File: src/design/cnl_pkg.sv
`timescale 1ns / 1ps

package cnl_pkg;

  localparam int ID_W      = 6;
  localparam int COUNT_W   = 7;
  localparam int ID_SPAN   = 64;
  localparam int CFG_IDX_W = 2;
  localparam int CFG_DAT_W = 7;

  localparam logic [CFG_IDX_W-1:0] CFG_VERTEX_COUNT     = 2'd0;
  localparam logic [CFG_IDX_W-1:0] CFG_ALLOW_SELF_LOOPS = 2'd1;

  typedef struct packed {
    logic [ID_W-1:0] source_vertex;
    logic [ID_W-1:0] neighbor;
    logic            neighbor_valid;
    logic            last_neighbor;
  } nbr_item_t;

  typedef struct packed {
    logic [ID_W-1:0]    list_owner;
    logic [ID_W-1:0]    non_neighbor;
    logic               list_empty;
    logic               list_last;
    logic [COUNT_W-1:0] list_length;
  } cmp_item_t;

  typedef struct packed {
    logic [CFG_IDX_W-1:0] index;
    logic [CFG_DAT_W-1:0] value;
  } cfg_write_t;

  typedef enum logic [2:0] {
    ST_CLEAR,
    ST_IDLE,
    ST_COUNT,
    ST_COUNT_TAIL,
    ST_EMPTY_OUT,
    ST_WALK_RD,
    ST_WALK_CHK
  } state_t;

endpackage

File: src/design/cnl_stream_if.sv
`timescale 1ns / 1ps

interface cnl_stream_if #(
  parameter type T = logic
);
  logic valid;
  logic ready;
  T     data;

  modport source (output valid, output data, input ready);
  modport sink   (input valid, input data, output ready);
endinterface

File: src/design/cnl_ram.sv
`timescale 1ns / 1ps

module cnl_ram #(
  parameter int WIDTH = 1,
  parameter int DEPTH = 64
) (
  input  logic                     clk,
  input  logic                     wr_en,
  input  logic [$clog2(DEPTH)-1:0] wr_addr,
  input  logic [WIDTH-1:0]         wr_data,
  input  logic                     rd_en,
  input  logic [$clog2(DEPTH)-1:0] rd_addr,
  output logic [WIDTH-1:0]         rd_data
);

  logic [WIDTH-1:0] mem [DEPTH];

  always_ff @(posedge clk) begin
    if (wr_en) begin
      mem[wr_addr] <= wr_data;
    end
    if (rd_en) begin
      rd_data <= mem[rd_addr];
    end
  end

endmodule

File: src/design/complement_neighbor_list_top.sv
`timescale 1ns / 1ps
// channel  dir  beat          fields
// nbr_in   in   nbr_item_t    source_vertex, neighbor, neighbor_valid, last_neighbor
// cmp_out  out  cmp_item_t    list_owner, non_neighbor, list_empty, list_last, list_length
// cfg      in   cfg_write_t   index, value (0: vertex_count, 1: allow_self_loops)
//
// A neighbor beat that does not close the list makes at most one write to the seen map.
// A closing beat starts a count pass over the seen map (D entries, D = min(MAX_VERTICES, 64)),
// then a clear-and-emit walk (read, then check, per entry) through the map's single read port.
// Reset starts a clearing pass over the D map entries; no neighbor beat is taken until it ends.
// A stalled output holds the walk; nbr_in.ready is low from the closing beat to the walk's end.

module complement_neighbor_list_top #(
  parameter int MAX_VERTICES = 64
) (
  input logic          clk,
  input logic          rst,
  cnl_stream_if.sink   nbr_in,
  cnl_stream_if.source cmp_out,
  cnl_stream_if.sink   cfg
);

  localparam int DEPTH = (MAX_VERTICES < cnl_pkg::ID_SPAN) ? MAX_VERTICES : cnl_pkg::ID_SPAN;
  localparam int AW    = $clog2(DEPTH);
  localparam logic [AW-1:0] LAST_ADDR = AW'(DEPTH - 1);

  cnl_pkg::state_t state, state_next;

  logic [cnl_pkg::COUNT_W-1:0] vertex_count;
  logic                        allow_self_loops;
  logic [AW-1:0]               p, p_next;
  logic [AW-1:0]               chk_addr;
  logic                        count_pend;
  logic [cnl_pkg::ID_W-1:0]    src, src_next;
  logic [cnl_pkg::COUNT_W-1:0] len, len_next;
  logic [cnl_pkg::COUNT_W-1:0] k, k_next;
  logic                        out_valid;
  cnl_pkg::cmp_item_t          out_data, out_data_next;
  logic                        load;

  logic          wr_en, rd_en, wr_data, rd_data;
  logic [AW-1:0] wr_addr;
  logic          in_take, out_free, qual, mark;

  cnl_ram #(
    .WIDTH (1),
    .DEPTH (DEPTH)
  ) u_seen (
    .clk     (clk),
    .wr_en   (wr_en),
    .wr_addr (wr_addr),
    .wr_data (wr_data),
    .rd_en   (rd_en),
    .rd_addr (p),
    .rd_data (rd_data)
  );

  assign nbr_in.ready  = (state == cnl_pkg::ST_IDLE);
  assign in_take       = nbr_in.valid && nbr_in.ready;
  assign cfg.ready     = 1'b1;
  assign cmp_out.valid = out_valid;
  assign cmp_out.data  = out_data;
  assign out_free      = !out_valid || cmp_out.ready;

  assign mark = nbr_in.data.neighbor_valid
             && ({1'b0, nbr_in.data.neighbor} < vertex_count)
             && ({1'b0, nbr_in.data.neighbor} < cnl_pkg::COUNT_W'(DEPTH));

  assign qual = (cnl_pkg::COUNT_W'(chk_addr) < vertex_count) && !rd_data
             && !((cnl_pkg::COUNT_W'(chk_addr) == {1'b0, src}) && !allow_self_loops);

  always_comb begin
    state_next    = state;
    p_next        = p;
    src_next      = src;
    len_next      = len;
    k_next        = k;
    out_data_next = out_data;
    load          = 1'b0;
    rd_en         = 1'b0;
    wr_en         = 1'b0;
    wr_addr       = p;
    wr_data       = 1'b0;
    if (count_pend && qual) begin
      len_next = len + 1'b1;
    end
    case (state)
      cnl_pkg::ST_CLEAR: begin
        wr_en = 1'b1;
        if (p == LAST_ADDR) begin
          p_next     = '0;
          state_next = cnl_pkg::ST_IDLE;
        end else begin
          p_next = p + 1'b1;
        end
      end
      cnl_pkg::ST_IDLE: begin
        if (in_take) begin
          if (mark) begin
            wr_en   = 1'b1;
            wr_addr = nbr_in.data.neighbor[AW-1:0];
            wr_data = 1'b1;
          end
          if (nbr_in.data.last_neighbor) begin
            src_next   = nbr_in.data.source_vertex;
            len_next   = '0;
            k_next     = '0;
            p_next     = '0;
            state_next = cnl_pkg::ST_COUNT;
          end
        end
      end
      cnl_pkg::ST_COUNT: begin
        rd_en = 1'b1;
        if (p == LAST_ADDR) begin
          p_next     = '0;
          state_next = cnl_pkg::ST_COUNT_TAIL;
        end else begin
          p_next = p + 1'b1;
        end
      end
      cnl_pkg::ST_COUNT_TAIL: begin
        state_next = (len_next == '0) ? cnl_pkg::ST_EMPTY_OUT : cnl_pkg::ST_WALK_RD;
      end
      cnl_pkg::ST_EMPTY_OUT: begin
        if (out_free) begin
          load                       = 1'b1;
          out_data_next.list_owner   = src;
          out_data_next.non_neighbor = '0;
          out_data_next.list_empty   = 1'b1;
          out_data_next.list_last    = 1'b1;
          out_data_next.list_length  = '0;
          state_next                 = cnl_pkg::ST_WALK_RD;
        end
      end
      cnl_pkg::ST_WALK_RD: begin
        rd_en      = 1'b1;
        wr_en      = 1'b1;
        state_next = cnl_pkg::ST_WALK_CHK;
      end
      cnl_pkg::ST_WALK_CHK: begin
        if (!qual || out_free) begin
          if (qual) begin
            load                       = 1'b1;
            out_data_next.list_owner   = src;
            out_data_next.non_neighbor = cnl_pkg::ID_W'(chk_addr);
            out_data_next.list_empty   = 1'b0;
            out_data_next.list_last    = ((k + 1'b1) == len);
            out_data_next.list_length  = len;
            k_next                     = k + 1'b1;
          end
          if (p == LAST_ADDR) begin
            p_next     = '0;
            state_next = cnl_pkg::ST_IDLE;
          end else begin
            p_next     = p + 1'b1;
            state_next = cnl_pkg::ST_WALK_RD;
          end
        end
      end
      default: begin
        state_next = cnl_pkg::ST_CLEAR;
        p_next     = '0;
      end
    endcase
  end

  always_ff @(posedge clk) begin
    if (rst) begin
      state      <= cnl_pkg::ST_CLEAR;
      p          <= '0;
      count_pend <= 1'b0;
      out_valid  <= 1'b0;
      len        <= '0;
      k          <= '0;
    end else begin
      state      <= state_next;
      p          <= p_next;
      count_pend <= (state == cnl_pkg::ST_COUNT);
      len        <= len_next;
      k          <= k_next;
      if (load) begin
        out_valid <= 1'b1;
      end else if (cmp_out.ready) begin
        out_valid <= 1'b0;
      end
    end
  end

  always_ff @(posedge clk) begin
    src      <= src_next;
    out_data <= out_data_next;
    if (rd_en) begin
      chk_addr <= p;
    end
  end

  always_ff @(posedge clk) begin
    if (rst) begin
      vertex_count     <= cnl_pkg::COUNT_W'(64);
      allow_self_loops <= 1'b0;
    end else if (cfg.valid && cfg.ready) begin
      case (cfg.data.index)
        cnl_pkg::CFG_VERTEX_COUNT:     vertex_count     <= cfg.data.value;
        cnl_pkg::CFG_ALLOW_SELF_LOOPS: allow_self_loops <= cfg.data.value[0];
        default: begin
        end
      endcase
    end
  end

  a_close_blocks_input: assert property (@(posedge clk) disable iff (rst)
    (in_take && nbr_in.data.last_neighbor) |=> !nbr_in.ready)
    else $error("neighbor beat taken right after a closing beat");

  a_load_when_free: assert property (@(posedge clk) disable iff (rst)
    load |-> out_free)
    else $error("result register overwritten while still pending");

  a_emit_bound: assert property (@(posedge clk) disable iff (rst)
    (state == cnl_pkg::ST_WALK_CHK) |-> (k <= len))
    else $error("more results emitted than counted");

  a_empty_shape: assert property (@(posedge clk) disable iff (rst)
    (load && out_data_next.list_empty) |=> (len == '0) && cmp_out.data.list_last)
    else $error("empty result with nonzero count");

endmodule

File: src/flat_wrapper.sv
// flat-port wrapper written by rule: the top's interface ports become plain ports
module complement_neighbor_list_top_flat 
#(
  parameter int MAX_VERTICES = 64
)
  (clk, rst, nbr_in_valid, nbr_in_data, nbr_in_ready, cmp_out_valid, cmp_out_data, cmp_out_ready, cfg_valid, cfg_data, cfg_ready);
  cnl_stream_if #(.T(cnl_pkg::nbr_item_t)) nbr_in_i ();
  cnl_stream_if #(.T(cnl_pkg::cmp_item_t)) cmp_out_i ();
  cnl_stream_if #(.T(cnl_pkg::cfg_write_t)) cfg_i ();
  input logic clk;
  input logic rst;
  input wire logic [$bits(nbr_in_i.valid)-1:0] nbr_in_valid;
  input wire logic [$bits(nbr_in_i.data)-1:0] nbr_in_data;
  output wire logic [$bits(nbr_in_i.ready)-1:0] nbr_in_ready;
  output wire logic [$bits(cmp_out_i.valid)-1:0] cmp_out_valid;
  output wire logic [$bits(cmp_out_i.data)-1:0] cmp_out_data;
  input wire logic [$bits(cmp_out_i.ready)-1:0] cmp_out_ready;
  input wire logic [$bits(cfg_i.valid)-1:0] cfg_valid;
  input wire logic [$bits(cfg_i.data)-1:0] cfg_data;
  output wire logic [$bits(cfg_i.ready)-1:0] cfg_ready;
  assign nbr_in_i.valid = nbr_in_valid;
  assign nbr_in_i.data = nbr_in_data;
  assign nbr_in_ready = nbr_in_i.ready;
  assign cmp_out_valid = cmp_out_i.valid;
  assign cmp_out_data = cmp_out_i.data;
  assign cmp_out_i.ready = cmp_out_ready;
  assign cfg_i.valid = cfg_valid;
  assign cfg_i.data = cfg_data;
  assign cfg_ready = cfg_i.ready;
  complement_neighbor_list_top #(.MAX_VERTICES(MAX_VERTICES)) u_core (.clk(clk), .rst(rst), .nbr_in(nbr_in_i), .cmp_out(cmp_out_i), .cfg(cfg_i));
endmodule
File: config.mk
export PLATFORM = sky130hd
export DESIGN_NAME = complement_neighbor_list_top_flat
export DESIGN_NICKNAME = d
export VERILOG_FILES = /design/src/design/cnl_pkg.sv /design/src/design/cnl_stream_if.sv /design/src/design/cnl_ram.sv /design/src/design/complement_neighbor_list_top.sv /design/src/flat_wrapper.sv
export SDC_FILE = /design/constraint.sdc
export NUM_CORES = 1
export LEC_CHECK = 0
export BUFFER_PORTS_ARGS = -buffer_cell sky130_fd_sc_hd__buf_2
export CORE_ASPECT_RATIO = 1.1
export CORE_UTILIZATION = 25
export DETAILED_ROUTE_END_ITERATION = 10
export HOLD_SLACK_MARGIN = 0.15
export SLEW_MARGIN = 20
export SYNTH_ARGS = -nofsm -noshare
export SYNTH_HDL_FRONTEND = slang
export SYNTH_SLANG_ARGS = --single-unit
export TNS_END_PERCENT = 5
File: constraint.sdc
create_clock -name clk -period 4.56 [get_ports clk]
set_input_delay 0.684 -clock clk [delete_from_list [all_inputs] [get_ports clk]]
set_output_delay 0.684 -clock clk [all_outputs]
set_load 0.05 [all_outputs]
==> out/summary.log <==
qor: pwr.vdd_drop_max 308 uV
qor: sta.fin_crit_sh 65.6%
qor: worst_hold_path.holdCritPathClass input pin to register
qor: floorplan.area_enclosed_by_the_die_boundary 26800 um2
qor: place.place.port_buffers 50
qor: worst_setup_path.cp.depth 7
qor: clocking.clkSinkCount 131
qor: pwr.power.static_leakage 0.00281 uW
qor: synthesis.synth_top_cells_by_count sky130_fd_sc_hd__nor2_1, sky130_fd_sc_hd__edfxtp_1, sky130_fd_sc_hd__dfxtp_1
qor: worst_setup_path.cpLargestDelayFamily simple AND/OR/NAND/NOR gates
qor: worst_setup_path.worst_ep_arrival_time 3110 ps
qor: worst_setup_path.critical_path.n_buffers_inverters 2
qor: final_layout.num-fill-cells 2624
qor: synthesis.synthCells 576
qor: clocking.htree_levels 4
qor: floorplan.design.core.area 25500 um2
qor: worst_hold_path.min-delay-start nbr_in_data[13]
qor: synthesis.synth_top_area_share 45.1%
qor: clocking.cts-hold-fix-buffers 0
qor: worst_setup_path.kind_of_launch_point_of_the_worst_setup_path register
qor: route.route.antenna.remaining_nets 0
qor: clocking.clock_latency 420 ps
qor: synthesis.synth_seq_area_share 55.2%
qor: route.wl_met1 6.61 mm
qor: status.outcome finished, final reports clean
qor: sta.setup_tns 0 ps
qor: place.detailed_place_hpwl 10.3 mm
qor: synthesis.synth.largest_area_cell sky130_fd_sc_hd__edfxtp_1
qor: worst_setup_path.setup.worst_path.class register to register
qor: final_layout.finalNetCount 667
qor: final_layout.area_delta_synth_final 18.6%
qor: worst_setup_path.worstSetupStartpoint u_core.state[0]
qor: grt.pin_count_of_the_biggest_net_entering_global_routing 80
qor: pwr.internal_power 2190 uW
qor: sta.timing.max_slew.rel_slack 32.1%
qor: pwr.clkPwrFrac 48.6%
qor: worst_setup_path.setup_slack_of_the_most_critical_reg_to_reg_path 1570 ps
qor: final_layout.final_cells 987
qor: sta.fin_skew 12.5 ps
qor: sta.finalCriticalPeriod 2990 ps
qor: grt.grt_first_pass_wirelength 23.6 mm
qor: grt.grt_overflow 0
qor: floorplan.floorplan.initialDensity 25.6%
qor: worst_setup_path.critical_path.slowest_cell sky130_fd_sc_hd__buf_4
qor: worst_setup_path.worst_r2r_path_depth 7
qor: worst_setup_path.max_stage_delay 590 ps
qor: synthesis.netlist_top_cells_area sky130_fd_sc_hd__edfxtp_1, sky130_fd_sc_hd__dfxtp_1, sky130_fd_sc_hd__mux4_2
qor: clocking.ctsResizeCount 0
qor: synthesis.synth.ff_latch_count 131
qor: synthesis.dominantRegCellSynth sky130_fd_sc_hd__edfxtp_1
qor: place.place.gp.congestion 0.826
qor: pwr.netSwitchingPower 609 uW
qor: clocking.clock-root-buffer sky130_fd_sc_hd__clkbuf_16
qor: clocking.clock_tree_buffer_depth 2
qor: route.routed-wl-met2 7.37 mm
qor: clocking.cts_tree done
qor: final_layout.ff_latch_area 3600 um2
qor: clocking.tritoncts.num_buffers 17
qor: grt.antenna_found_initial 3
qor: worst_setup_path.critical_path_required 4680 ps
qor: floorplan.die-width 156 um
qor: synthesis.post_synth_design_cell_area 6530 um2
qor: synthesis.number_of_synthesis_warnings 0
qor: floorplan.num_io_pins 52
qor: sta.number_of_endpoints_failing_setup_at_the_final_stage 0
qor: grt.via_count_of_the_first_global_routing_pass 4318
qor: sta.maximum_frequency_from_static_timing_analysis 334 MHz
qor: sta.hold_violations 0
qor: route.routedWlPerCell 15.3 um
qor: worst_setup_path.worstSetupEndpointType register
qor: synthesis.post_synthesis_net_count 617
qor: route.highest-signal-layer met5
qor: route.detailroute.via_count 4532
qor: place.placed_cells_incl_taps 953
qor: synthesis.synth-edff-count 98
qor: sta.unrepaired_setup_endpoints_after_global_routing no
qor: route.drt_drc_violations_left 0
qor: final_layout.post_route_cells_drive_above_1_share 19.9%
qor: route.route.final.wire_length 15.1 mm
qor: worst_setup_path.crit_chain nor3b_2, and3_1, o21ai_4, inv_2, buf_4, a31oi_1, nor2_1
qor: worst_setup_path.rr_startpoint u_core.state[0]
qor: synthesis.mean_instance_size_in_the_synthesized_netlist 11.3 um2
qor: worst_setup_path.highest_net_fanout_along_the_worst_path 79
qor: run.max_cap_viols 0
qor: worst_setup_path.r2r-end u_core.u_seen.mem[39]
qor: final_layout.multiInputGateArea 2750 um2
qor: route.drt_pass1_iterations 4
qor: route.first_iter_violations 258
qor: pwr.power.density_cell_area 361 nW/um2
qor: grt.total_global_route_track_usage 11.7%
qor: clocking.cts.clk_slew.worst_paths 60 ps
qor: floorplan.fp.dieH 172 um
qor: worst_setup_path.endpoint u_core.u_seen.mem[39]
qor: floorplan.std_cell_rows 61
qor: route.wl_met3 878 um
qor: clocking.postCtsSetupBuffers 0
qor: pwr.p_seq_share 46.2%
qor: synthesis.post_synth_num_cell_types 57
qor: sta.timing_worst_slew_pin_value 1020 ps
qor: pwr.proportion_of_power_drawn_by_combinational_gates 5.3%
qor: sta.slew_viol_final 0
qor: synthesis.synth_most_common_cell sky130_fd_sc_hd__nor2_1
qor: synthesis.async_set_or_reset_flop_fraction_in_the_synthesized_netlist 0%
qor: pwr.switching_share 21.8%
qor: route.routed_via_density 4.59
-- worst min path at each step --
stage / end / slack, ps / cells past startpoint
after floorplan: u_core.chk_addr[2] / 410 / 0
after global placement: u_core.cmp_out.data[15] / 460 / 0
after detailed placement: u_core.cmp_out.data[15] / 460 / 0
after CTS: u_core.src[5] / 430 / 1
after global routing: u_core.src[3] / 430 / 1
final: u_core.src[5] / 450 / 1
-- cell families after synthesis --
kind of cell    count (synthesis)  synth area share, %
mux                            39                 9.85
compound gates                 80                 7.97
xor+xnor                       25                 3.35
flops                         131                 55.2
simple gates                  245                 18.3
buf+inv                        42                 2.78
other cells                     1               0.0574
fa+ha+maj                      13                 2.49
-- layout make-up --
| cell class | count | share of cell area [%] |
|---|---|---|
| repair buffers | 58 | 4.01 |
| flip-flops and latches | 131 | 46.5 |
| well taps | 346 | 5.59 |
| diodes | 2 | 0.0646 |
| multi-input cells | 403 | 35.5 |
| clock inverters | 15 | 2.13 |
| clock buffers | 17 | 5.49 |
| inverters | 15 | 0.727 |
-- layer usage --
metal / vias to the layer above / global-route usage, %
li1: 2196 / -
met1: 2199 / 14.2
met2: 122 / 19.5
met3: 13 / 3.93
met4: 2 / 4.01
met5: - / 0
-- cell usage in the layout (no fill, tap or decap), types with 7 or more instances in the layout --
cell type	count
sky130_fd_sc_hd__a21oi_1	31
sky130_fd_sc_hd__clkbuf_16	17
sky130_fd_sc_hd__mux2i_1	17
sky130_fd_sc_hd__edfxtp_1	98
sky130_fd_sc_hd__ha_1	13
sky130_fd_sc_hd__mux4_2	20
sky130_fd_sc_hd__inv_1	12
sky130_fd_sc_hd__nor2b_1	13
sky130_fd_sc_hd__nor2_1	111
sky130_fd_sc_hd__and3_1	7
sky130_fd_sc_hd__and2_1	15
sky130_fd_sc_hd__buf_2	50
sky130_fd_sc_hd__dfxtp_1	33
sky130_fd_sc_hd__nand3_1	18
sky130_fd_sc_hd__nor3_1	13
sky130_fd_sc_hd__xnor2_1	12
sky130_fd_sc_hd__nand2_1	29
sky130_fd_sc_hd__nand2b_1	7
sky130_fd_sc_hd__o21ai_0	12
sky130_fd_sc_hd__buf_4	8
sky130_fd_sc_hd__xor2_1	13
-- metrics by stage --
step | power [uW] | worst slack [ps] | hold slack (ps) | area, um2 | utilization (%)
after floorplan | 1410 | 1410 | 406 | 6530 | -
after global placement | 1460 | 1280 | 462 | 7150 | 28.1
after detailed placement | 1470 | 1240 | 462 | 7150 | 28.1
after CTS | 2830 | 1530 | 432 | 7740 | 30.4
after global routing | 2900 | 1310 | 435 | 7740 | 30.4
final | 2800 | 1570 | 451 | 7750 | 30.4
-- state kept, by name, indices dropped and copies added (netlist names), 6 cells and up --
signal	flops
u_core.u_seen.mem	64
u_core.cmp_out.data	21
u_core.k	7
u_core.len	7
u_core.vertex_count	7
u_core.chk_addr	6
u_core.p	6
u_core.src	6
-- power by group through the flow --
stage,clock (uW),sequential (uW),combinational [uW]
finish,1360,1290,148
global route,1440,1290,161
CTS,1390,1290,149
detailed placement,0,1320,148
global placement,0,1320,147
floorplan,0,1300,106
Power figures use the tool's default switching activity.
